**src/lcdtn_pkg.sv**
```systemverilog
`timescale 1ns / 1ps

package lcdtn_pkg;

    localparam int BUFFER_BYTES = 128;

    localparam logic [5:0] COLUMNS_RESET = 6'd16;
    localparam logic [2:0] ROWS_RESET    = 3'd2;
    localparam logic [2:0] ROWS_MAX      = 3'd4;

    localparam logic       REG_COLUMNS = 1'b0;
    localparam logic       REG_ROWS    = 1'b1;

    localparam logic       OP_START = 1'b0;
    localparam logic       OP_CHAR  = 1'b1;

    localparam logic [7:0] CH_NEWLINE = 8'h0A;
    localparam logic [7:0] CH_RETURN  = 8'h0D;

    localparam logic [7:0] CMD_SET_ADDR = 8'h80;

    localparam logic [7:0] ROW_BASE [4] = '{8'h00, 8'h40, 8'h14, 8'h54};

    typedef struct packed {
        logic       is_data;
        logic [7:0] value;
    } t_frame;

    typedef struct packed {
        logic   two;
        t_frame f0;
        t_frame f1;
    } t_frames;

    function automatic logic [7:0] addr_cmd(input logic [5:0] col, input logic [1:0] row);
        logic [7:0] sum;
        sum = {2'b00, col} + ROW_BASE[row];
        return CMD_SET_ADDR | sum;
    endfunction

endpackage

```
**src/lcd_text_to_nibble_frames_core.sv**
```systemverilog
`timescale 1ns / 1ps
// channel | handshake                  | payload
// in      | i_in_valid / o_in_stall    | i_operation, i_character, i_start_col, i_start_row
// out     | o_out_valid / i_out_stall  | o_expander_byte, o_last_of_run
// config  | psel penable pwrite pready | paddr, pwdata, prdata
//
// An item waits in the input register, where the cursor logic turns it into zero, one or
// two frames; the serializer then sends four bytes per frame, one per cycle while
// i_out_stall is low, and a new word is taken while the last one drains.
// Reset is synchronous: cursor, row and buffer count go to zero, columns 16, rows 2.
// Stalls on the output hold the byte; the input stalls only when both stages are full.

module lcd_text_to_nibble_frames_core #(
    parameter int BUFFER_BYTES = lcdtn_pkg::BUFFER_BYTES
) (
    input  logic        i_clk,
    input  logic        i_rst_n,
    input  logic        psel,
    input  logic        penable,
    input  logic        pwrite,
    input  logic [2:0]  paddr,
    input  logic [31:0] pwdata,
    output logic [31:0] prdata,
    output logic        pready,
    input  logic        i_in_valid,
    output logic        o_in_stall,
    input  logic        i_operation,
    input  logic [7:0]  i_character,
    input  logic [7:0]  i_start_col,
    input  logic [7:0]  i_start_row,
    output logic        o_out_valid,
    input  logic        i_out_stall,
    output logic [7:0]  o_expander_byte,
    output logic        o_last_of_run
);

    logic [5:0]         columns;
    logic [2:0]         rows_in_use;
    logic               fr_valid;
    logic               fr_ready;
    lcdtn_pkg::t_frames frames;

    lcdtn_regs u_regs (
        .i_clk         (i_clk),
        .i_rst_n       (i_rst_n),
        .psel          (psel),
        .penable       (penable),
        .pwrite        (pwrite),
        .paddr         (paddr),
        .pwdata        (pwdata),
        .prdata        (prdata),
        .pready        (pready),
        .o_columns     (columns),
        .o_rows_in_use (rows_in_use)
    );

    lcdtn_cursor #(
        .BUFFER_BYTES  (BUFFER_BYTES)
    ) u_cursor (
        .i_clk         (i_clk),
        .i_rst_n       (i_rst_n),
        .i_in_valid    (i_in_valid),
        .o_in_stall    (o_in_stall),
        .i_operation   (i_operation),
        .i_character   (i_character),
        .i_start_col   (i_start_col),
        .i_start_row   (i_start_row),
        .i_columns     (columns),
        .i_rows_in_use (rows_in_use),
        .o_fr_valid    (fr_valid),
        .o_frames      (frames),
        .i_fr_ready    (fr_ready)
    );

    lcdtn_serial u_serial (
        .i_clk           (i_clk),
        .i_rst_n         (i_rst_n),
        .i_fr_valid      (fr_valid),
        .i_frames        (frames),
        .o_fr_ready      (fr_ready),
        .o_out_valid     (o_out_valid),
        .i_out_stall     (i_out_stall),
        .o_expander_byte (o_expander_byte),
        .o_last_of_run   (o_last_of_run)
    );

endmodule

```
**src/lcdtn_regs.sv**
```systemverilog
`timescale 1ns / 1ps

module lcdtn_regs (
    input  logic        i_clk,
    input  logic        i_rst_n,
    input  logic        psel,
    input  logic        penable,
    input  logic        pwrite,
    input  logic [2:0]  paddr,
    input  logic [31:0] pwdata,
    output logic [31:0] prdata,
    output logic        pready,
    output logic [5:0]  o_columns,
    output logic [2:0]  o_rows_in_use
);

    logic [5:0] r_columns;
    logic [2:0] r_rows;
    logic       wr_en;

    assign pready = 1'b1;
    assign wr_en  = psel && penable && pwrite;

    always_ff @(posedge i_clk) begin
        if (!i_rst_n) begin
            r_columns <= lcdtn_pkg::COLUMNS_RESET;
            r_rows    <= lcdtn_pkg::ROWS_RESET;
        end else if (wr_en) begin
            unique case (paddr[2])
                lcdtn_pkg::REG_COLUMNS: r_columns <= pwdata[5:0];
                lcdtn_pkg::REG_ROWS:    r_rows    <= pwdata[2:0];
                default: ;
            endcase
        end
    end

    always_comb begin
        unique case (paddr[2])
            lcdtn_pkg::REG_COLUMNS: prdata = {26'd0, r_columns};
            lcdtn_pkg::REG_ROWS:    prdata = {29'd0, r_rows};
            default:                prdata = 32'd0;
        endcase
    end

    assign o_columns     = r_columns;
    assign o_rows_in_use = r_rows;

endmodule

```
**src/lcdtn_cursor.sv**
```systemverilog
`timescale 1ns / 1ps

module lcdtn_cursor #(
    parameter int BUFFER_BYTES = lcdtn_pkg::BUFFER_BYTES
) (
    input  logic                i_clk,
    input  logic                i_rst_n,
    input  logic                i_in_valid,
    output logic                o_in_stall,
    input  logic                i_operation,
    input  logic [7:0]          i_character,
    input  logic [7:0]          i_start_col,
    input  logic [7:0]          i_start_row,
    input  logic [5:0]          i_columns,
    input  logic [2:0]          i_rows_in_use,
    output logic                o_fr_valid,
    output lcdtn_pkg::t_frames  o_frames,
    input  logic                i_fr_ready
);

    logic       r_in_valid;
    logic       r_op;
    logic [7:0] r_ch;
    logic [7:0] r_sc;
    logic [7:0] r_sr;
    logic [5:0] r_col;
    logic [1:0] r_row;
    logic [7:0] r_bytes;

    logic [5:0] n_col;
    logic [1:0] n_row;
    logic [7:0] n_bytes;

    logic [2:0] rows;
    logic       wrap;
    logic [2:0] row_inc;
    logic [1:0] wrap_row;
    logic [5:0] col1;
    logic [1:0] row1;
    logic [2:0] inc1;
    logic       ok_a;
    logic       ok_b;
    logic [7:0] bu_base;
    lcdtn_pkg::t_frame frame_a;
    lcdtn_pkg::t_frame frame_b;
    logic       any;
    logic       move;
    logic       accept;

    localparam logic [8:0] BUF_LIMIT = 9'(BUFFER_BYTES);

    always_comb begin
        rows     = (i_rows_in_use > lcdtn_pkg::ROWS_MAX) ? lcdtn_pkg::ROWS_MAX : i_rows_in_use;
        wrap     = (r_op == lcdtn_pkg::OP_CHAR) && (r_col >= i_columns);
        row_inc  = {1'b0, r_row} + 3'd1;
        wrap_row = (row_inc >= rows) ? 2'd0 : row_inc[1:0];
        col1     = wrap ? 6'd0 : r_col;
        row1     = wrap ? wrap_row : r_row;
        inc1     = {1'b0, row1} + 3'd1;

        frame_a.is_data = 1'b0;
        frame_a.value   = lcdtn_pkg::addr_cmd(6'd0, wrap_row);
        ok_a            = wrap && (({1'b0, r_bytes} + 9'd4) < BUF_LIMIT);

        n_col   = col1;
        n_row   = row1;
        frame_b = '0;
        if (r_op == lcdtn_pkg::OP_START) begin
            bu_base = 8'd0;
            n_row   = (r_sr >= {5'd0, rows}) ? 2'd0 : r_sr[1:0];
            n_col   = (r_sc >= {2'd0, i_columns}) ? 6'd0 : r_sc[5:0];
            frame_b.value = lcdtn_pkg::addr_cmd(n_col, n_row);
        end else begin
            bu_base = ok_a ? r_bytes + 8'd4 : r_bytes;
            priority if (r_ch == lcdtn_pkg::CH_NEWLINE) begin
                n_row = (inc1 >= rows) ? 2'd0 : inc1[1:0];
                n_col = (col1 >= i_columns) ? 6'd0 : col1;
                frame_b.value = lcdtn_pkg::addr_cmd(n_col, n_row);
            end else if (r_ch == lcdtn_pkg::CH_RETURN) begin
                n_row = ({1'b0, row1} >= rows) ? 2'd0 : row1;
                n_col = 6'd0;
                frame_b.value = lcdtn_pkg::addr_cmd(n_col, n_row);
            end else begin
                frame_b.is_data = 1'b1;
                frame_b.value   = r_ch;
                n_col = col1 + 6'd1;
            end
        end

        ok_b    = ({1'b0, bu_base} + 9'd4) < BUF_LIMIT;
        n_bytes = ok_b ? bu_base + 8'd4 : bu_base;
        any     = ok_a || ok_b;

        o_frames.two = ok_a && ok_b;
        o_frames.f0  = ok_a ? frame_a : frame_b;
        o_frames.f1  = frame_b;
    end

    assign move       = r_in_valid && (!any || i_fr_ready);
    assign o_fr_valid = r_in_valid && any;
    assign o_in_stall = r_in_valid && !move;
    assign accept     = i_in_valid && !o_in_stall;

    always_ff @(posedge i_clk) begin
        if (!i_rst_n) begin
            r_in_valid <= 1'b0;
            r_col      <= 6'd0;
            r_row      <= 2'd0;
            r_bytes    <= 8'd0;
        end else begin
            if (accept) begin
                r_in_valid <= 1'b1;
            end else if (move) begin
                r_in_valid <= 1'b0;
            end
            if (move) begin
                r_col   <= n_col;
                r_row   <= n_row;
                r_bytes <= n_bytes;
            end
        end
    end

    always_ff @(posedge i_clk) begin
        if (accept) begin
            r_op <= i_operation;
            r_ch <= i_character;
            r_sc <= i_start_col;
            r_sr <= i_start_row;
        end
    end

endmodule

```
**src/lcdtn_serial.sv**
```systemverilog
`timescale 1ns / 1ps

module lcdtn_serial (
    input  logic                i_clk,
    input  logic                i_rst_n,
    input  logic                i_fr_valid,
    input  lcdtn_pkg::t_frames  i_frames,
    output logic                o_fr_ready,
    output logic                o_out_valid,
    input  logic                i_out_stall,
    output logic [7:0]          o_expander_byte,
    output logic                o_last_of_run
);

    logic               r_valid;
    lcdtn_pkg::t_frames r_frames;
    logic [2:0]         r_idx;

    lcdtn_pkg::t_frame  cur;
    logic [3:0]         nib;
    logic               last;
    logic               take;

    // idx[2] frame, idx[1] low nibble, idx[0] enable low
    assign cur  = r_idx[2] ? r_frames.f1 : r_frames.f0;
    assign nib  = r_idx[1] ? cur.value[3:0] : cur.value[7:4];
    assign last = (r_idx == {r_frames.two, 2'b11});
    assign take = r_valid && !i_out_stall;

    assign o_fr_ready      = !r_valid || (take && last);
    assign o_out_valid     = r_valid;
    // nibble, backlight, enable, rw, rs
    assign o_expander_byte = {nib, 1'b1, ~r_idx[0], 1'b0, cur.is_data};
    assign o_last_of_run   = last;

    always_ff @(posedge i_clk) begin
        if (!i_rst_n) begin
            r_valid <= 1'b0;
            r_idx   <= 3'd0;
        end else if (i_fr_valid && o_fr_ready) begin
            r_valid <= 1'b1;
            r_idx   <= 3'd0;
        end else if (take) begin
            if (last) begin
                r_valid <= 1'b0;
            end else begin
                r_idx <= r_idx + 3'd1;
            end
        end
    end

    always_ff @(posedge i_clk) begin
        if (i_fr_valid && o_fr_ready) begin
            r_frames <= i_frames;
        end
    end

endmodule

```
**config.mk**
```make
export PLATFORM = sky130hd
export DESIGN_NAME = lcd_text_to_nibble_frames_core
export DESIGN_NICKNAME = d
export VERILOG_FILES = /design/src/lcdtn_pkg.sv /design/src/lcd_text_to_nibble_frames_core.sv /design/src/lcdtn_regs.sv /design/src/lcdtn_cursor.sv /design/src/lcdtn_serial.sv
export SDC_FILE = /design/constraint.sdc
export NUM_CORES = 1
export LEC_CHECK = 0
export BUFFER_PORTS_ARGS = -buffer_cell sky130_fd_sc_hd__buf_2
export CELL_PAD_IN_SITES_DETAIL_PLACEMENT = 1
export CELL_PAD_IN_SITES_GLOBAL_PLACEMENT = 1
export CORE_UTILIZATION = 35
export DETAILED_ROUTE_END_ITERATION = 12
export PLACE_DENSITY_LB_ADDON = 0.1
export SLEW_MARGIN = 20
export SYNTH_ARGS = -nofsm -noshare
export SYNTH_HDL_FRONTEND = slang
export SYNTH_SLANG_ARGS = --single-unit
```
**constraint.sdc**
```tcl
create_clock -name i_clk -period 7 [get_ports i_clk]
set_input_delay 0.7 -clock i_clk [delete_from_list [all_inputs] [get_ports i_clk]]
set_output_delay 0.7 -clock i_clk [all_outputs]
set_load 0.005 [all_outputs]
```
==> run_results.csv, run 1 <==
group,metric,value,unit
timing,tightest_slew,0.998,ns
status,status,"finished, final reports clean",
logic_synthesis,synth_compound_area_frac,0.195,
layout,fin_area,0.00540,mm²
route,drc,0,
clocking,cts_resized,0,
placement,routabilityCongestion,0.787,
critical_path,cp-end-kind,"register",
timing,fin_skew,0.00351,ns
logic_synthesis,yosys_register_bits,72,
logic_synthesis,synth_top_cell_by_area,"edfxtp_1",
placement,place_area,0.00514,mm²
critical_path,crit_fanout,18,
clocking,cts.repair_timing.setup_buffer_count,0,
placement,port_buffers,53,
logic_synthesis,synth_area,0.00484,mm²
route,drt-pass1-iter-count,4,
layout,fill_cells,1566,
die,dieArea,0.0143,mm²
logic_synthesis,synth_top_family_by_area,"compound AO/OA/AOI/OAI gates",
layout,layout-drive-gt1-share,0.175,
timing,hold_violations,0,
logic_synthesis,synth_most_common_cell,"nand2_1",
pwr,power_leakage,2.32,nW
run,drv_cap,0,
timing,finalSetupTns,0,ns
clocking,postCtsHoldBufs,0,
clocking,clk_pin_slew_worst_paths,0.06,ns
global_route,grt-ovfl-total,0,
route,vias,3761,
layout,layout.nets,641,
clocking,cts_made_buffers,9,
die,coreArea,0.0133,mm²
die,ioPinCount,111,
logic_synthesis,avgSynthCellArea,9.84,µm²
logic_synthesis,yosys.area_share.simple,0.148,
worst_hold_path,min_path_cells,2,
placement,place_inst,703,
logic_synthesis,synthFlopType,"edfxtp_1",
clocking,clk_latency,0.34,ns
clocking,clockRootBuffer,"clkbuf_16",
logic_synthesis,synth_edf_count,44,
route,wl_per_cell,17.8,µm
timing,setup_ws,1.91,ns
logic_synthesis,synth_area_leaders,"edfxtp_1, dfxtp_1, ha_1",
logic_synthesis,yosysWarnings,0,
global_route,grt_max_degree,32,
global_route,grt_pass1_wl,20.9,mm
pwr,p_total,0.00104,W
placement,place_hpwl,9.61,mm
global_route,grt_pass1_vias,3895,
pwr,irDropWorstVdd,0.000131,V
clocking,cts_tree,"done",
logic_synthesis,yosysSeqAreaShare,0.389,
route,vias_per_cell,5.23,
global_route,grt.total_usage,0.192,
die,initial_utilization,0.363,
timing,fin_crit,5.09,ns
placement,pre_cts_slack,1.92,ns
logic_synthesis,synth_cells,492,
die,die_h,120,µm
clocking,clockBufferDepth,2,
critical_path,cp.required,7.08,ns
critical_path,cp_data_arrival_time,5.18,ns
logic_synthesis,yosysUniqueCellTypes,70,
timing,timing.slew.headroom,0.331,
die,rows,42,
layout,area_growth,11.5,%
route,routed_wl,12.8,mm
clocking,clock-sinks,72,
die,fp.dieW,120,µm
critical_path,start_kind,"register",
timing,finalMaxSlewViolations,0,
timing,setup_viol,0,
pwr,cellPowerDensity,192,mW/mm²
global_route,antenna_found_initial,0,
timing,finalCritPeriodShare,0.728,
logic_synthesis,synth_xor_area_frac,0.0145,
worst_hold_path,hold_path.class,"register to register",
critical_path,rr_worst_depth,19,
route,drt.antenna.violating_nets,0,
clocking,cts_max_level,3,
critical_path,worstSetupPathType,"register to register",
logic_synthesis,synth_common_cells,"nand2_1, edfxtp_1, nor2_1",
layout,antenna_cells,0,
route,drt_iter0_drc,208,
logic_synthesis,synth_top_area_share,0.273,
logic_synthesis,synthMuxAreaShare,0.0708,
timing,rsz0062_at_grt,"false",
logic_synthesis,async_flop_share,0,
logic_synthesis,synthAdderAreaFrac,0.0972,
timing,max_freq,196,MHz
layout,layoutNonFillerInstCount,719,
## worst max-delay path, stage by stage, from the launching register on
cell and delay (ns):
dfxtp_1 0.48, ha_1 0.28, or3b_1 0.37, o2111ai_1 0.16, a21o_1 0.60, nand2_1 0.16
ha_1 0.30, nand2b_1 0.14, a21o_1 0.19, a21o_1 0.19, a211o_1 0.31, a21o_1 0.24
nor2_1 0.14, ha_1 0.19, ha_1 0.19, a21oi_1 0.09, nor4b_1 0.22, o21ai_0 0.12
o211a_1 0.24, o211a_1 0.23
## final timing paths
path	startpoint	to	slack, ns
hold / removal	u_cursor.r_row[1]	u_cursor.r_row[1]	0.49
setup reg to reg	u_regs.o_columns[0]	u_serial.r_frames[15]	1.91
setup / recovery	u_regs.o_columns[0]	u_serial.r_frames[15]	1.91
hold reg to reg	u_cursor.r_row[1]	u_cursor.r_row[1]	0.49
## through the flow
step	utilization	hold WS (ns)
final	0.404	0.488
after detailed placement	0.385	0.478
after global routing	0.404	0.515
after CTS	0.404	0.490
after global placement	0.385	0.473
after floorplan	-	0.452
## placed cells by master (no fill, tap or decap), types with 7 or more instances in the layout
cell type,count
o21ai_0,13
o211ai_1,7
xnor2_1,7
dfxtp_1,28
nand2b_1,11
nor2_1,38
mux2_2,8
o211a_1,7
nand2_1,46
buf_2,53
a21o_1,11
ha_1,36
and2_1,13
edfxtp_1,44
o21a_1,8
mux2i_1,14
nand3_1,9
conb_1,29
clkbuf_16,9
a21oi_1,25
inv_1,26
## layer usage
| layer | track usage | routed length, µm | vias to the layer above |
|---|---|---|---|
| li1 | - | - | 1836 |
| met1 | 0.266 | 6390 | 1825 |
| met2 | 0.299 | 5790 | 85 |
| met3 | 0.0352 | 421 | 15 |
| met4 | 0.0688 | 232 | 0 |
| met5 | 0 | 0 | - |
## state kept, by name, indices dropped and copies added (netlist names), 3 cells and up
| name | count |
|---|---|
| u_regs.o_rows_in_use | 3 |
| u_cursor.r_sc | 8 |
| u_cursor.r_ch | 8 |
| u_regs.o_columns | 6 |
| u_serial.r_idx | 3 |
| u_cursor.r_col | 6 |
| u_cursor.r_sr | 8 |
| u_serial.r_frames | 19 |
| u_cursor.r_bytes | 6 |
## layout make-up
type                            count  area (µm²)  share of cell area
Clock buffer                       13         240              0.0445
Clock inverter                      3        18.8             0.00348
Inverter                           26        97.6              0.0181
Multi-Input combinational cell    373        2650               0.491
Sequential cell                    72        1880               0.349
Tap cell                          176         220              0.0408
Timing Repair Buffer               56         288              0.0533
## cells by family (layout without fill, tap and decap cells)
family,after synthesis,after routing
AND/OR/NAND/NOR,147,147
AO/OA/AOI/OAI,124,124
buffers and inverters,74,98
flip-flops,72,72
adder cells (fa/ha/maj),38,38
multiplexers,27,27
XOR/XNOR,8,8
other,2,29
## power breakdown
part           total (W)  switching [W]  internal, W  leakage, nW
registers       0.000491      0.0000162     0.000475        0.649
clock network   0.000410       0.000171     0.000240        0.128
logic           0.000136      0.0000813    0.0000551         1.54
Note: power is estimated with default switching activity, not from simulation.
==> run 2: changes to the inputs <==
==> constraint.sdc (replaced) <==
create_clock -name i_clk -period 5 [get_ports i_clk]
set_input_delay 0.5 -clock i_clk [delete_from_list [all_inputs] [get_ports i_clk]]
set_output_delay 0.5 -clock i_clk [all_outputs]
set_load 0.005 [all_outputs]
==> run 2 against run 1 <==
  * Wire length grew 3.5%
  * Clock skew grew 0.010 ns
  * Non-clock buffer count grew 10
  * Register-to-register slack lost 1.6 ns
  * First-iteration DRC count grew 40%
  * Die area is the same
  * Clock power grew 78%
  * Via count grew 2.3%
  * Core utilization grew 1.3 points
  * Cell area grew 3.2%
==> run_results.csv, run 2 (same netlist as run 1, synthesis figures left out) <==
group,metric,value,unit
clocking,clockBufferDepth,2,
die,coreArea,0.0133,mm²
timing,max_freq,214,MHz
global_route,antenna_found_initial,0,
layout,multi_input_area,0.00267,mm²
route,vias,3848,
pwr,switchingPower,0.000399,W
critical_path,cpMaxStageDelayCell,"or3b_1",
timing,finalMaxSlewViolations,0,
layout,register_area,0.00188,mm²
critical_path,path_cells,"inv_1 > ha_1 > or3b_1 > o2111ai_2 > a21o_1 > nand2_1 > ha_1 > nand2b_1 > a21o_1 > a21o_1 > a211o_1 > a21o_1 > nor2_1 > ha_1 > ha_1 > a21oi_1 > nor4b_1 > o21ai_0 > o211a_1 > o211a_1",
clocking,clock-sinks,72,
layout,largest_register_ffs,19,
clocking,cts.repair_timing.setup_buffer_count,0,
critical_path,crit_fanout,7,
placement,routabilityCongestion,0.816,
timing,tightest_slew,0.975,ns
timing,fin_skew,0.0140,ns
clocking,clk_latency,0.35,ns
layout,area_growth,15.1,%
route,wl_per_cell,18.2,µm
critical_path,regToRegSetupSlack,0.32,ns
clocking,cts_made_buffers,9,
critical_path,crit_cells,20,
route,vias_per_cell,5.28,
worst_hold_path,hold_path.class,"input port to register",
timing,finalCritPeriodShare,0.936,
global_route,grt.total_usage,0.196,
die,fp.dieW,120,µm
layout,most-common-layout-cells,"buf_2, nand2_1, edfxtp_1, nor2_1, ha_1",
pwr,seqPwrFrac,0.426,
layout,layout_commonest_cell,"buf_2",
die,rows,42,
critical_path,cp-end-kind,"register",
critical_path,start_kind,"register",
timing,hold_violations,0,
route,routed_wl,13.3,mm
pwr,p_comb_frac,0.123,
pwr,power_leakage,2.41,nW
global_route,grt_max_degree,31,
layout,layout-drive-gt1-share,0.203,
layout,fin_area,0.00557,mm²
global_route,grt-ovfl-total,0,
placement,place_area,0.00522,mm²
die,die_h,120,µm
layout,top_register,"u_serial.r_frames",
placement,port_buffers,53,
status,status,"finished, final reports clean",
clocking,cts_resized,0,
route,drt.antenna.violating_nets,0,
timing,setup_viol,0,
layout,fill_cells,1538,
die,dieArea,0.0143,mm²
route,drc,0,
placement,place_hpwl,10.2,mm
clocking,postCtsHoldBufs,0,
run,drv_cap,0,
layout,layout.nets,651,
critical_path,worstSetupPathType,"register to register",
critical_path,cp.required,5.08,ns
pwr,clock_power_share,0.451,
critical_path,cpLargestDelayFamily,"compound AO/OA/AOI/OAI gates",
pwr,internal_power,0.00122,W
timing,timing.slew.headroom,0.349,
global_route,grt_pass1_vias,3982,
placement,place_inst,713,
route,drt_iter0_drc,292,
layout,antenna_cells,0,
pwr,cellPowerDensity,290,mW/mm²
route,drt-pass1-iter-count,4,
pwr,irDropWorstVdd,0.000209,V
clocking,cts_tree,"done",
critical_path,cp_data_arrival_time,4.76,ns
die,ioPinCount,111,
pwr,switching_share,0.247,
worst_hold_path,min_path_cells,1,
critical_path,rr_worst_depth,20,
critical_path,cpPeakStageDelay,0.39,ns
die,initial_utilization,0.363,
layout,layoutNonFillerInstCount,729,
clocking,clockRootBuffer,"clkbuf_16",
clocking,clk_pin_slew_worst_paths,0.06,ns
global_route,grt_pass1_wl,21.4,mm
timing,fin_crit,4.68,ns
critical_path,crit_buf_inv,1,
clocking,cts_max_level,3,
==> run 2: cell types whose count changed in the layout (fill, tap and decap cells not counted), sizes merged <==
cell	delta
buf	+10
bufinv	+2
clkbuf	-3
inv	+1
==> run 2: path summary, 6_finish.rpt <==
kind / start / end
setup / recovery: u_cursor.r_col[0] / u_serial.r_frames[15]
setup reg to reg: u_cursor.r_col[0] / u_serial.r_frames[15]
hold / removal: i_start_row[4] / u_cursor.r_sr[4]
hold reg to reg: u_regs.o_columns[3] / u_regs.o_columns[3]
==> run 2: cell type report <==
| type | instances | share of cell area |
|---|---|---|
| tap | 176 | 0.0395 |
| timing repair buffer | 66 | 0.0651 |
| inverter | 26 | 0.0175 |
| sequential | 72 | 0.338 |
| clock inverter | 6 | 0.0157 |
| multi-input combinational | 373 | 0.479 |
| clock buffer | 10 | 0.0449 |
==> run 2: per-stage QoR <==
stage                util  power (W)  worst slack (ns)  hold WS [ns]  TNS (ns)
floorplan               -   0.000839             0.630         0.452         0
global placement    0.391   0.000889             0.380         0.473         0
detailed placement  0.391   0.000896             0.279         0.492         0
CTS                 0.416    0.00163             0.206         0.317         0
global route        0.417    0.00169          -0.00379         0.318  -0.00379
finish              0.417    0.00161             0.318         0.327         0
==> run 2: routing by layer <==
metal | global-route usage | vias to the layer above | part of all wire
met4 | 0.0586 | 0 | 0.0087
li1 | - | 1854 | -
met3 | 0.0409 | 7 | 0.042
met1 | 0.264 | 1894 | 0.48
met5 | 0 | - | 0
met2 | 0.316 | 93 | 0.46
==> run 2: power by group through the flow <==
stage / Combinational [W] / Clock (W) / Sequential [W]
2_1_floorplan: 0.000149 / 0 / 0.000690
3_3_place_gp: 0.000191 / 0 / 0.000699
3_5_place_dp: 0.000196 / 0 / 0.000700
4_1_cts: 0.000198 / 0.000746 / 0.000688
5_1_grt: 0.000225 / 0.000771 / 0.000691
6_report: 0.000199 / 0.000728 / 0.000688
